===== config.mk =====
export PLATFORM = sky130hd
export DESIGN_NAME = dvp_jpeg_frame_capture
export DESIGN_NICKNAME = d
export VERILOG_FILES = /design/src/rtl/dvpjc_pkg.sv /design/src/rtl/dvpjc_front.sv /design/src/rtl/dvpjc_queue.sv /design/src/rtl/dvpjc_back.sv /design/src/rtl/dvp_jpeg_frame_capture.sv
export SDC_FILE = /design/constraint.sdc
export NUM_CORES = 1
export LEC_CHECK = 0
export BUFFER_PORTS_ARGS = -buffer_cell sky130_fd_sc_hd__buf_4
export CAP_MARGIN = 20
export CORE_AREA = 10 10 176 112
export CTS_CLUSTER_SIZE = 20
export DETAILED_ROUTE_END_ITERATION = 12
export DIE_AREA = 0 0 186 122
export GPL_TIMING_DRIVEN = 0
export PLACE_DENSITY = 0.63
export SLEW_MARGIN = 25
export SYNTH_ARGS = -nofsm -noshare
export SYNTH_HDL_FRONTEND = slang
export SYNTH_SLANG_ARGS = --single-unit

===== constraint.sdc =====
create_clock -name i_clk -period 4.55 [get_ports i_clk]
set_input_delay 0.2275 -clock i_clk [delete_from_list [all_inputs] [get_ports i_clk]]
set_output_delay 0.2275 -clock i_clk [all_outputs]
set_load 0.005 [all_outputs]

===== src/rtl/dvpjc_pkg.sv =====
// Shared types and constants for the camera-port JPEG frame capture block.
package dvpjc_pkg;

    localparam int unsigned CFG_W     = 16;
    localparam int unsigned CFG_IDX_W = 1;

    localparam logic [CFG_IDX_W-1:0] REG_CAPTURE_LIMIT = 1'b0;
    localparam logic [CFG_IDX_W-1:0] REG_MIN_JPEG_SPAN = 1'b1;

    localparam logic [7:0] MARK_FF  = 8'hFF;
    localparam logic [7:0] MARK_SOI = 8'hD8;
    localparam logic [7:0] MARK_EOI = 8'hD9;

    localparam int unsigned SPAN_RESET_INT = 320 * 240 / 10 / 2;
    localparam logic [CFG_W-1:0] LIMIT_RESET = 16'hFFFF;
    localparam logic [CFG_W-1:0] SPAN_RESET  = CFG_W'(SPAN_RESET_INT);
    localparam logic [CFG_W-1:0] OFFSET_MAX  = 16'hFFFF;

    // Queue depth between classifier and output stage; at least 2.
    localparam int unsigned P_FIFO_DEPTH = 4;

    typedef struct packed {
        logic       vsync;
        logic       href;
        logic       pclk;
        logic [7:0] pixel_data;
    } t_in_item;

    typedef struct packed {
        logic [7:0] out_byte;
        logic       last;
        logic       abort;
    } t_out_item;

    // Up to two result items produced by one input item.
    typedef struct packed {
        logic [1:0] num;
        t_out_item  item0;
        t_out_item  item1;
    } t_push;

endpackage


===== src/rtl/dvpjc_front.sv =====
// Front end: pin sampling state, marker hunt and result classification.
module dvpjc_front (
    input  logic                                i_clk,
    input  logic                                i_rst_n,
    input  logic                                i_valid,
    input  dvpjc_pkg::t_in_item                 i_item,
    output logic                                o_ready,
    input  logic                                i_room,
    input  logic                                i_cfg_wr_en,
    input  logic [dvpjc_pkg::CFG_IDX_W-1:0]     i_cfg_index,
    input  logic [dvpjc_pkg::CFG_W-1:0]         i_cfg_data,
    output dvpjc_pkg::t_push                    o_push
);
    import dvpjc_pkg::*;

    logic             r_prev_vsync, n_prev_vsync;
    logic             r_prev_pclk, n_prev_pclk;
    logic [7:0]       r_prev_byte, n_prev_byte;
    logic             r_prev_valid, n_prev_valid;
    logic [CFG_W-1:0] r_frame_bytes, n_frame_bytes;
    logic             r_in_jpeg, n_in_jpeg;
    logic [CFG_W-1:0] r_jpeg_offset, n_jpeg_offset;
    logic [CFG_W-1:0] r_capture_limit;
    logic [CFG_W-1:0] r_min_span;

    logic             accept;
    logic             vs_rise, vs_fall;
    logic             in_jpeg_e, prev_valid_e;
    logic [CFG_W-1:0] offset_e, frame_bytes_e, offset_inc;
    logic             capture, after_ff, soi, eoi;

    assign accept  = i_valid & i_room;
    assign o_ready = i_room;

    always_comb begin
        vs_rise       = i_item.vsync & ~r_prev_vsync;
        vs_fall       = ~i_item.vsync & r_prev_vsync;
        // frame edges clear the hunt before this sample's byte is looked at
        in_jpeg_e     = r_in_jpeg & ~vs_rise & ~vs_fall;
        offset_e      = (vs_rise | vs_fall) ? '0 : r_jpeg_offset;
        prev_valid_e  = r_prev_valid & ~vs_rise;
        frame_bytes_e = vs_rise ? '0 : r_frame_bytes;
        capture       = i_item.vsync & i_item.href & i_item.pclk & ~r_prev_pclk
                        & (frame_bytes_e < r_capture_limit);
        after_ff      = prev_valid_e & (r_prev_byte == MARK_FF);
        offset_inc    = (offset_e == OFFSET_MAX) ? offset_e : offset_e + 1'b1;
        soi           = capture & ~in_jpeg_e & after_ff & (i_item.pixel_data == MARK_SOI);
        eoi           = capture & in_jpeg_e & after_ff & (i_item.pixel_data == MARK_EOI)
                        & (offset_inc >= r_min_span);

        n_prev_vsync  = i_item.vsync;
        n_prev_pclk   = i_item.pclk;
        n_prev_byte   = r_prev_byte;
        n_prev_valid  = prev_valid_e;
        n_frame_bytes = frame_bytes_e;
        n_in_jpeg     = in_jpeg_e;
        n_jpeg_offset = offset_e;
        o_push        = '0;

        if (vs_fall && r_in_jpeg) begin
            o_push.num   = 2'd1;
            o_push.item0 = '{out_byte: 8'h00, last: 1'b0, abort: 1'b1};
        end

        if (capture) begin
            if (!in_jpeg_e) begin
                if (soi) begin
                    o_push.num    = 2'd2;
                    o_push.item0  = '{out_byte: MARK_FF, last: 1'b0, abort: 1'b0};
                    o_push.item1  = '{out_byte: MARK_SOI, last: 1'b0, abort: 1'b0};
                    n_in_jpeg     = 1'b1;
                    n_jpeg_offset = '0;
                end
            end else begin
                o_push.num    = 2'd1;
                o_push.item0  = '{out_byte: i_item.pixel_data, last: eoi, abort: 1'b0};
                n_in_jpeg     = ~eoi;
                n_jpeg_offset = eoi ? '0 : offset_inc;
            end
            n_prev_byte   = i_item.pixel_data;
            n_prev_valid  = 1'b1;
            n_frame_bytes = frame_bytes_e + 1'b1;
        end

        if (!accept) begin
            o_push.num = 2'd0;
        end
    end

    always_ff @(posedge i_clk) begin
        if (!i_rst_n) begin
            r_prev_vsync  <= 1'b0;
            r_prev_pclk   <= 1'b0;
            r_prev_valid  <= 1'b0;
            r_frame_bytes <= '0;
            r_in_jpeg     <= 1'b0;
            r_jpeg_offset <= '0;
        end else if (accept) begin
            r_prev_vsync  <= n_prev_vsync;
            r_prev_pclk   <= n_prev_pclk;
            r_prev_valid  <= n_prev_valid;
            r_frame_bytes <= n_frame_bytes;
            r_in_jpeg     <= n_in_jpeg;
            r_jpeg_offset <= n_jpeg_offset;
        end
    end

    // previous byte is only read behind its valid flag
    always_ff @(posedge i_clk) begin
        if (accept) begin
            r_prev_byte <= n_prev_byte;
        end
    end

    always_ff @(posedge i_clk) begin
        if (!i_rst_n) begin
            r_capture_limit <= LIMIT_RESET;
            r_min_span      <= SPAN_RESET;
        end else if (i_cfg_wr_en) begin
            unique case (i_cfg_index)
                REG_CAPTURE_LIMIT: r_capture_limit <= i_cfg_data;
                REG_MIN_JPEG_SPAN: r_min_span      <= i_cfg_data;
                default: ;
            endcase
        end
    end

`ifndef SYNTHESIS
    a_soi_opens: assert property (@(posedge i_clk) disable iff (!i_rst_n)
        (o_push.num == 2'd2) |=> r_in_jpeg)
        else $error("start marker did not open a JPEG");

    a_last_closes: assert property (@(posedge i_clk) disable iff (!i_rst_n)
        ((o_push.num != 2'd0) && (o_push.item0.last || o_push.item0.abort)) |=> !r_in_jpeg)
        else $error("JPEG still open after last or abort item");
`endif

endmodule


===== src/rtl/dvpjc_queue.sv =====
// Small result queue: up to two pushes and one pop per cycle.
module dvpjc_queue #(
    parameter int unsigned DEPTH = dvpjc_pkg::P_FIFO_DEPTH
) (
    input  logic                 i_clk,
    input  logic                 i_rst_n,
    input  dvpjc_pkg::t_push     i_push,
    output logic                 o_room,
    output logic                 o_valid,
    output dvpjc_pkg::t_out_item o_item,
    input  logic                 i_pop
);
    import dvpjc_pkg::*;

    localparam int unsigned PTR_W = (DEPTH > 1) ? $clog2(DEPTH) : 1;
    localparam int unsigned CNT_W = $clog2(DEPTH + 1);
    localparam logic [PTR_W-1:0] PTR_LAST = PTR_W'(DEPTH - 1);
    localparam logic [CNT_W-1:0] CNT_ROOM = CNT_W'(DEPTH - 2);

    t_out_item        r_mem [DEPTH];
    logic [PTR_W-1:0] r_wr_ptr, n_wr_ptr;
    logic [PTR_W-1:0] r_rd_ptr, n_rd_ptr;
    logic [CNT_W-1:0] r_count, n_count;
    logic [PTR_W-1:0] wr_ptr1, wr_ptr2;
    logic             pop;

    function automatic logic [PTR_W-1:0] ptr_inc(input logic [PTR_W-1:0] p);
        ptr_inc = (p == PTR_LAST) ? '0 : p + 1'b1;
    endfunction

    assign o_room  = (r_count <= CNT_ROOM);
    assign o_valid = (r_count != '0);
    assign o_item  = r_mem[r_rd_ptr];
    assign pop     = i_pop & o_valid;

    always_comb begin
        wr_ptr1  = ptr_inc(r_wr_ptr);
        wr_ptr2  = ptr_inc(wr_ptr1);
        n_rd_ptr = pop ? ptr_inc(r_rd_ptr) : r_rd_ptr;
        case (i_push.num)
            2'd1:    n_wr_ptr = wr_ptr1;
            2'd2:    n_wr_ptr = wr_ptr2;
            default: n_wr_ptr = r_wr_ptr;
        endcase
        n_count = r_count + CNT_W'(i_push.num) - CNT_W'(pop);
    end

    always_ff @(posedge i_clk) begin
        if (!i_rst_n) begin
            r_wr_ptr <= '0;
            r_rd_ptr <= '0;
            r_count  <= '0;
        end else begin
            r_wr_ptr <= n_wr_ptr;
            r_rd_ptr <= n_rd_ptr;
            r_count  <= n_count;
        end
    end

    always_ff @(posedge i_clk) begin
        if (i_push.num != 2'd0) begin
            r_mem[r_wr_ptr] <= i_push.item0;
        end
        if (i_push.num == 2'd2) begin
            r_mem[wr_ptr1] <= i_push.item1;
        end
    end

`ifndef SYNTHESIS
    a_no_overflow: assert property (@(posedge i_clk) disable iff (!i_rst_n)
        r_count <= CNT_W'(DEPTH))
        else $error("result queue overflow");

    a_push_room: assert property (@(posedge i_clk) disable iff (!i_rst_n)
        (i_push.num != 2'd0) |-> o_room)
        else $error("push without two free entries");
`endif

endmodule


===== src/rtl/dvpjc_back.sv =====
// Back end: output register that drives the result channel.
module dvpjc_back (
    input  logic                 i_clk,
    input  logic                 i_rst_n,
    input  logic                 i_q_valid,
    input  dvpjc_pkg::t_out_item i_q_item,
    output logic                 o_q_pop,
    output logic                 o_valid,
    output dvpjc_pkg::t_out_item o_item,
    input  logic                 i_ready
);
    import dvpjc_pkg::*;

    logic      r_valid;
    t_out_item r_item;
    logic      take;

    assign take    = i_q_valid & (~r_valid | i_ready);
    assign o_q_pop = take;
    assign o_valid = r_valid;
    assign o_item  = r_item;

    always_ff @(posedge i_clk) begin
        if (!i_rst_n) begin
            r_valid <= 1'b0;
        end else begin
            r_valid <= take | (r_valid & ~i_ready);
        end
    end

    always_ff @(posedge i_clk) begin
        if (take) begin
            r_item <= i_q_item;
        end
    end

`ifndef SYNTHESIS
    a_item_kind: assert property (@(posedge i_clk) disable iff (!i_rst_n)
        (r_valid && r_item.abort) |-> (!r_item.last && (r_item.out_byte == 8'h00)))
        else $error("abort item carries data or last");
`endif

endmodule


===== src/rtl/dvp_jpeg_frame_capture.sv =====
// Top level of the camera-port JPEG frame capture block.
//
// Each input item is one sample of the camera pins (vsync, href, pclk,
// pixel_data) taken on the system clock. A byte is captured on every pclk
// rising edge while vsync and href are high, up to capture_limit bytes per
// frame. The block hunts for FF D8, then emits FF, D8 and every following
// byte; the first FF D9 whose D9 lies at least min_jpeg_span bytes past the
// D8 is emitted with last set and hunting resumes. If vsync falls while a
// JPEG is open, one abort item (byte 0, abort 1) is emitted. A rising edge
// of vsync starts a fresh frame. Rate: one pin sample is taken per cycle
// whenever the result queue has two free entries; a start marker yields two
// result items, everything else at most one; the output register drains one
// result per cycle while i_ready is high, so the queue depth (FIFO_DEPTH)
// sets how long downstream stalls are absorbed before o_ready drops.
// Results pass the queue, then the output register. Registers: index 0
// capture_limit (reset 65535), index 1 min_jpeg_span (reset 3840); the user
// writes both with i_cfg_wr_en only while the block is idle (not enforced).
module dvp_jpeg_frame_capture #(
    parameter int unsigned FIFO_DEPTH = dvpjc_pkg::P_FIFO_DEPTH
) (
    input  logic                            i_clk,
    input  logic                            i_rst_n,
    input  logic                            i_valid,
    output logic                            o_ready,
    input  dvpjc_pkg::t_in_item             i_item,
    output logic                            o_valid,
    input  logic                            i_ready,
    output dvpjc_pkg::t_out_item            o_item,
    input  logic                            i_cfg_wr_en,
    input  logic [dvpjc_pkg::CFG_IDX_W-1:0] i_cfg_index,
    input  logic [dvpjc_pkg::CFG_W-1:0]     i_cfg_data
);
    import dvpjc_pkg::*;

    t_push     push;
    logic      room;
    logic      q_valid;
    t_out_item q_item;
    logic      q_pop;

    // Classify each pin sample and hand 0, 1 or 2 result items to the queue.
    dvpjc_front u_front (
        .i_clk       (i_clk),
        .i_rst_n     (i_rst_n),
        .i_valid     (i_valid),
        .i_item      (i_item),
        .o_ready     (o_ready),
        .i_room      (room),
        .i_cfg_wr_en (i_cfg_wr_en),
        .i_cfg_index (i_cfg_index),
        .i_cfg_data  (i_cfg_data),
        .o_push      (push)
    );

    // Hold results so that front and output side stall independently.
    dvpjc_queue #(
        .DEPTH (FIFO_DEPTH)
    ) u_queue (
        .i_clk   (i_clk),
        .i_rst_n (i_rst_n),
        .i_push  (push),
        .o_room  (room),
        .o_valid (q_valid),
        .o_item  (q_item),
        .i_pop   (q_pop)
    );

    // Present one result item per cycle on the output channel while i_ready is high.
    dvpjc_back u_back (
        .i_clk     (i_clk),
        .i_rst_n   (i_rst_n),
        .i_q_valid (q_valid),
        .i_q_item  (q_item),
        .o_q_pop   (q_pop),
        .o_valid   (o_valid),
        .o_item    (o_item),
        .i_ready   (i_ready)
    );

endmodule

Word level (Yosys, flattened, before mapping)
Memories as Yosys holds them, arrays and structs flattened. A register that Yosys moved wholly into a read port is not among the register bits.
Index checks and enable logic that the tools add are counted.
{ "op_classes": {"n_addsub": 7, "magnitude_cmp": 3, "eq_ne": 9, "muxes": 26, "bitwise": 34, "reduce_logical": 7} }
{ "ops": {"columns": ["operator", "n"], "rows": [
  ["16-bit 2-to-1 mux", 8],
  ["22-bit 2-to-1 mux", 2],
  ["16-bit by 1-bit adder with 16-bit output (second input constant)", 2],
  ["8-bit == test (second input constant)", 3],
  ["1-bit bitwise AND", 21],
  ["16-bit == test (second input constant)", 1],
  ["16-bit >= comparator", 1],
  ["16-bit < comparator", 1],
  ["12-bit 2-to-1 mux", 1],
  ["11-bit 2-to-1 mux", 1],
  ["10-bit 2-to-1 mux", 1],
  ["1-bit NOT", 10],
  ["2-bit == test (second input constant)", 4],
  ["1-bit 2-to-1 mux", 8],
  ["2-bit 2-to-1 mux", 4],
  ["2-bit by 1-bit adder with 2-bit output (second input constant)", 3],
  ["2-bit AND reduction", 3],
  ["2-bit case mux with 2 select lines", 1],
  ["2-bit nonzero test", 2],
  ["3-bit by 2-bit adder with 3-bit output", 1],
  ["3-bit by 2-bit <= comparator with 1-bit output (second input constant)", 1],
  ["1-bit OR", 3],
  ["3-bit nonzero test", 1],
  ["3-bit by 1-bit subtractor with 3-bit output", 1],
  ["other kinds (2)", 2]
]} }
{ "totals": {"regBits": 84, "mem_bits_rw": 40, "input_bits": 33, "n_memories": 1} }
{ "memory_table": {"columns": ["memory", "depth", "width", "rd", "rd_ports_with_merged_regs", "wr", "line_no", "text"], "rows": [
  ["u_queue.r_mem", 4, 10, 1, 1, 2, "dvpjc_queue.sv:20", "t_out_item r_mem [DEPTH];"]
]} }

Depth between registers and ports, before layout
{ "logic_depth": {"word_depth": 16, "ltp_mapped": 22} }

Cells and area by module
From an unflattened synthesis, not the netlist that was laid out.
{ "unflattened": {"cells_unflattened": 750, "area_unflattened_um2": 7762.4} }
{ "modules_own_cells": {"columns": ["module", "n_inst", "cells_per_inst", "area_per_inst_um2", "seq_area_each_um2"], "rows": [
  ["dvpjc_front", 1, 568, 4730.8, 1601.5],
  ["dvpjc_queue", 1, 168, 2683.8, 1381.3],
  ["dvpjc_back", 1, 14, 347.8, 320.3]
]} }

Worst setup path after synthesis
OpenSTA, ideal clock, no wires.
{ "synth_timing": {"kind": "flip-flop to flip-flop", "startpoint": "reg u_front.r_prev_vsync", "endpoint": "reg u_front.r_jpeg_offset[12]", "setup_ns": 0.117, "t_arrival_ns": 4.225, "required_time_ns": 4.433, "setup_slack_ns": 0.209, "stages_incl_launch_ff": 20, "path_buffers": 3, "cell_sequence": "dfxtp_1 > ha_1 > buf_1 > and2_1 > ha_1 > nand3_1 > nor4_1 > nand2_1 > clkbuf_1 > and3_1 > o21a_1 > ha_1 > a21o_1 > a21oi_1 > o21ai_0 > a41oi_1 > nor4b_2 > nor3_2 > buf_4 > a22o_1"} }
{ "synth_via": {"elab_chain_len": 12} }
{ "synth_lines": {"columns": ["item", "line_no", "text"], "rows": [
  ["start: declaration", "dvpjc_front.sv:16", "logic r_prev_vsync, n_prev_vsync;"],
  ["start signal: assignment", "dvpjc_front.sv:99", "r_prev_vsync <= n_prev_vsync;"],
  ["parallel branches: the longest is 11 deep, another holds 16-bit by 1-bit adder with 16-bit output", null, null],
  ["16-bit 2-to-1 mux *", "dvpjc_front.sv:65", "if (capture) begin"],
  ["end signal: assignment", "dvpjc_front.sv:104", "r_jpeg_offset <= n_jpeg_offset;"],
  ["end: declaration", "dvpjc_front.sv:22", "logic [CFG_W-1:0] r_jpeg_offset, n_jpeg_offset;"]
]} }
Mark *: on every way between the ends.
A chain may end at the register's enable or synchronous reset.

Worst setup path after layout
{ "layout_timing": {"startpoint": "reg u_front.r_prev_vsync", "endpoint": "reg u_queue.r_count[2]"} }
{ "layout_via": {"elab_chain_len": 15} }
{ "layout_lines": {"columns": ["item", "line_no", "text"], "rows": [
  ["parallel branches: the longest is 11 deep, another holds 16-bit < comparator", null, null],
  ["22-bit 2-to-1 mux *", "dvpjc_front.sv:65", null],
  ["2-bit 2-to-1 mux *", "dvpjc_front.sv:85", "if (!accept) begin"],
  ["3-bit by 2-bit adder with 3-bit output *", "dvpjc_queue.sv:45", "n_count = r_count + CNT_W'(i_push.num) - CNT_W'(pop);"],
  ["3-bit by 1-bit subtractor with 3-bit output *", "dvpjc_queue.sv:45", null],
  ["end signal: assignment", "dvpjc_queue.sv:56", "r_count <= n_count;"],
  ["end: declaration", "dvpjc_queue.sv:23", "logic [CNT_W-1:0] r_count, n_count;"]
]} }
Marked as above.

==> impl_metrics.json <==
{
  "cp_slowest_cell": "fa_1",
  "place_area_mm2": 0.007963,
  "wl_um": 19600,
  "die_w_um": 186,
  "area_growth_pct": 18.88,
  "start_util": 0.4410,
  "grt_overflow": 0,
  "tns_ps": 0,
  "max_stage_delay_ps": 440,
  "die_area_mm2": 0.02269,
  "required_ps": 4850,
  "firstDrtPassIters": 5,
  "ys_seq_area_frac": 0.4113,
  "finalHoldViolCount": 0,
  "fp-row-count": 37,
  "cts_tree": "yes",
  "clkSinkCount": 134,
  "crit_path_start_kind": "register",
  "min_path_type": "in2reg",
  "gp_congestion": 0.8400,
  "nets": 947,
  "async_flop_share": 0,
  "syn_avg_cell_area_um2": 9.175,
  "numPortBuffers": 44,
  "detail-route-antenna-nets": 0,
  "htree_levels": 4,
  "cp_common_cell": "ha_1",
  "mostFrequentLayoutCells": "127 x nand2_1, 100 x dfxtp_1, 50 x inv_1, 50 x buf_4, 43 x ha_1",
  "fin_crit_sh": 0.9571,
  "crit_chain": "inv_1, ha_1, clkbuf_4, nor2b_1, ha_1, and2_1, a221o_1, a211o_1, a211o_1, buf_6, nor2_4, inv_1, ha_1, fa_1, xor2_1, xnor2_1, and2_1",
  "crit_start": "u_front.r_prev_vsync",
  "crit_family": "adder cells",
  "grt_pass1_wl_um": 31380,
  "ir_worst_vdd_v": 0.0002873,
  "path_clk_slew_ps": 60,
  "min_period_ps": 4355,
  "grt_pass1_vias": 5715,
  "dp_hpwl_um": 14710,
  "num_antenna_cells": 0,
  "numCtsBuffers": 17,
  "reg2reg_from": "u_front.r_prev_vsync",
  "finalMaxSlewViolations": 0,
  "drive_above_1_share": 0.1453,
  "worstSetupPathType": "reg2reg",
  "worst_pin_slew_ps": 932.8,
  "drt_iter0_drc": 638,
  "drv_cap": 0,
  "grt_antenna_before_repair": 0,
  "pin_count": 45,
  "fin_util": 0.5242,
  "via_per_inst": 5.595,
  "setup_viol": 0,
  "grt_max_degree": 20,
  "relSlewSlack": 0.3724,
  "yosysWarnings": 0,
  "synth_cell_types": 68,
  "wire_per_inst_um": 17.90,
  "endpoint_kind": "register",
  "die_h_um": 122,
  "clock_skew_ps": 12.91,
  "grtUsageTotal": 0.1760,
  "hold_start": "i_cfg_data[0]",
  "core-area_mm2": 0.01667,
  "synth_nets": 880,
  "path_buf_inv": 4,
  "netlist_instances": 801,
  "stdcell_area_mm2": 0.008737,
  "clockBufferDepth": 2,
  "clock.fmax_mhz": 229.6,
  "synth_edf_count": 34,
  "cp_max_fo": 19,
  "insertion_delay_ps": 420,
  "synth-seq-cells": 134,
  "final_common_cell": "nand2_1",
  "outcome": "finished, final reports clean",
  "vias": 6127,
  "critPathArrivalTime_ps": 4660,
  "netlist_area_mm2": 0.007350,
  "clockRootBuffer": "clkbuf_16",
  "cellPowerDensity_mw_per_mm2": 405.0,
  "rsz0062_at_grt": "yes",
  "p_leak_uw": 0.003589,
  "synth-main-ff-cell": "dfxtp_1",
  "drc": 0
}
## metal layers
layer  vias to the layer above  GRT usage  routed length [um]
met3                        12    0.03687                1244
met2                       193     0.2346                7643
met4                         0    0.04162                 149
met1                      2895     0.2761               10560
li1                       3027          -                   -
met5                         -          0                   0
## flip-flops by register name, indices dropped and copies added, names as in the netlist, 2 cells and up
name                     count
u_front.r_jpeg_offset       16
u_front.r_capture_limit     16
u_queue.r_count              3
u_front.r_min_span          16
u_queue.r_wr_ptr             2
u_back.o_item               10
u_front.r_frame_bytes       16
u_queue.r_mem               40
u_front.r_prev_byte          8
u_queue.r_rd_ptr             2
## synthesized netlist by cell type, drive strengths merged (4+ instances only)
library cell / instances / area share
nand2b: 5 / 0.0043
inv: 50 / 0.026
edfxtp: 34 / 0.14
xor2: 7 / 0.0083
xnor2: 13 / 0.015
a31oi: 6 / 0.0051
mux4: 10 / 0.031
o21ai: 29 / 0.020
nand2: 130 / 0.067
nand3: 33 / 0.022
a41o: 4 / 0.0054
a21o: 5 / 0.0051
clkbuf: 25 / 0.013
nor3: 5 / 0.0056
o21a: 4 / 0.0041
a22oi: 4 / 0.0041
a22o: 12 / 0.014
nor4: 4 / 0.0051
a21oi: 39 / 0.027
nand4: 31 / 0.026
buf: 16 / 0.013
nor2: 27 / 0.015
a21boi: 35 / 0.036
and2: 17 / 0.014
nor2b: 19 / 0.016
dfxtp: 100 / 0.27
and3: 12 / 0.010
ha: 45 / 0.077
o211ai: 20 / 0.020
mux2i: 12 / 0.016
and4: 6 / 0.0072
## final cells by class
class	count	area, um^2
clock inverter	11	195.2
timing repair buffer	49	371.6
fill	1537	7929
clock buffer	21	461.7
tap	214	267.8
sequential	134	3023
multi-input combinational	576	4029
inverter	50	187.7
buffer	40	201.4
## stage by stage
stage / cells / setup slack [ps] / hold WS (ps) / power [uW]
4_1_cts: 1092 / 22.46 / 29.30 / 3549
5_1_grt: 1095 / -15.52 / 32.63 / 3685
2_1_floorplan: 801 / 208.6 / 326.4 / 1759
6_report: 1095 / 195.4 / 44.57 / 3538
3_5_place_dp: 1060 / -1098 / 449.8 / 2011
3_3_place_gp: 1059 / -1073 / 444.0 / 1994
## cell families (layout without fill, tap and decap cells)
group                      after synthesis  in the layout  share of synthesized area
and+or+nand+nor                        307            307                     0.2165
adders and majority gates               46             46                    0.07933
muxes                                   22             22                    0.04699
AOI/OAI and AO/OA                      181            181                     0.1708
xor gates and xnor gates                20             20                    0.02383
buffers and inverters                   91            171                    0.05124
DFF                                    134            134                     0.4113
## worst register-to-register path, cell delays in order, from the launching register on
cell	delay, ps
dfxtp_1	410
inv_1	60
ha_1	270
clkbuf_4	270
nor2b_1	170
ha_1	250
and2_1	170
a221o_1	320
a211o_1	390
a211o_1	270
buf_6	170
nor2_4	250
inv_1	80
ha_1	300
fa_1	440
xor2_1	160
xnor2_1	120
and2_1	150
## final timing paths
kind	end	slack [ps]	depth (start not counted)
worst min register to register	u_queue.r_mem[3][7]	460	2
worst max register to register	u_queue.r_count[2]	200	17
worst max-delay path	u_queue.r_count[2]	200	17
worst min-delay path	u_front.r_capture_limit[0]	40	3
## report_power, final
| group | leakage (uW) | total (uW) | switching [uW] | internal, uW |
|---|---|---|---|---|
| registers | 0.00113 | 1380 | 51.5 | 1330 |
| clock network | 0.000317 | 1550 | 536 | 1010 |
| logic | 0.00214 | 610 | 340 | 270 |
## what timing repair did
action                     CTS  global route
setup endpoints to repair   57            38
hold buffers                 0             0
pin swaps                    1             3
gates resized for setup     12            11
buffers inserted             1             2
gates cloned                 0             1
(Power assumes the default switching activity.)
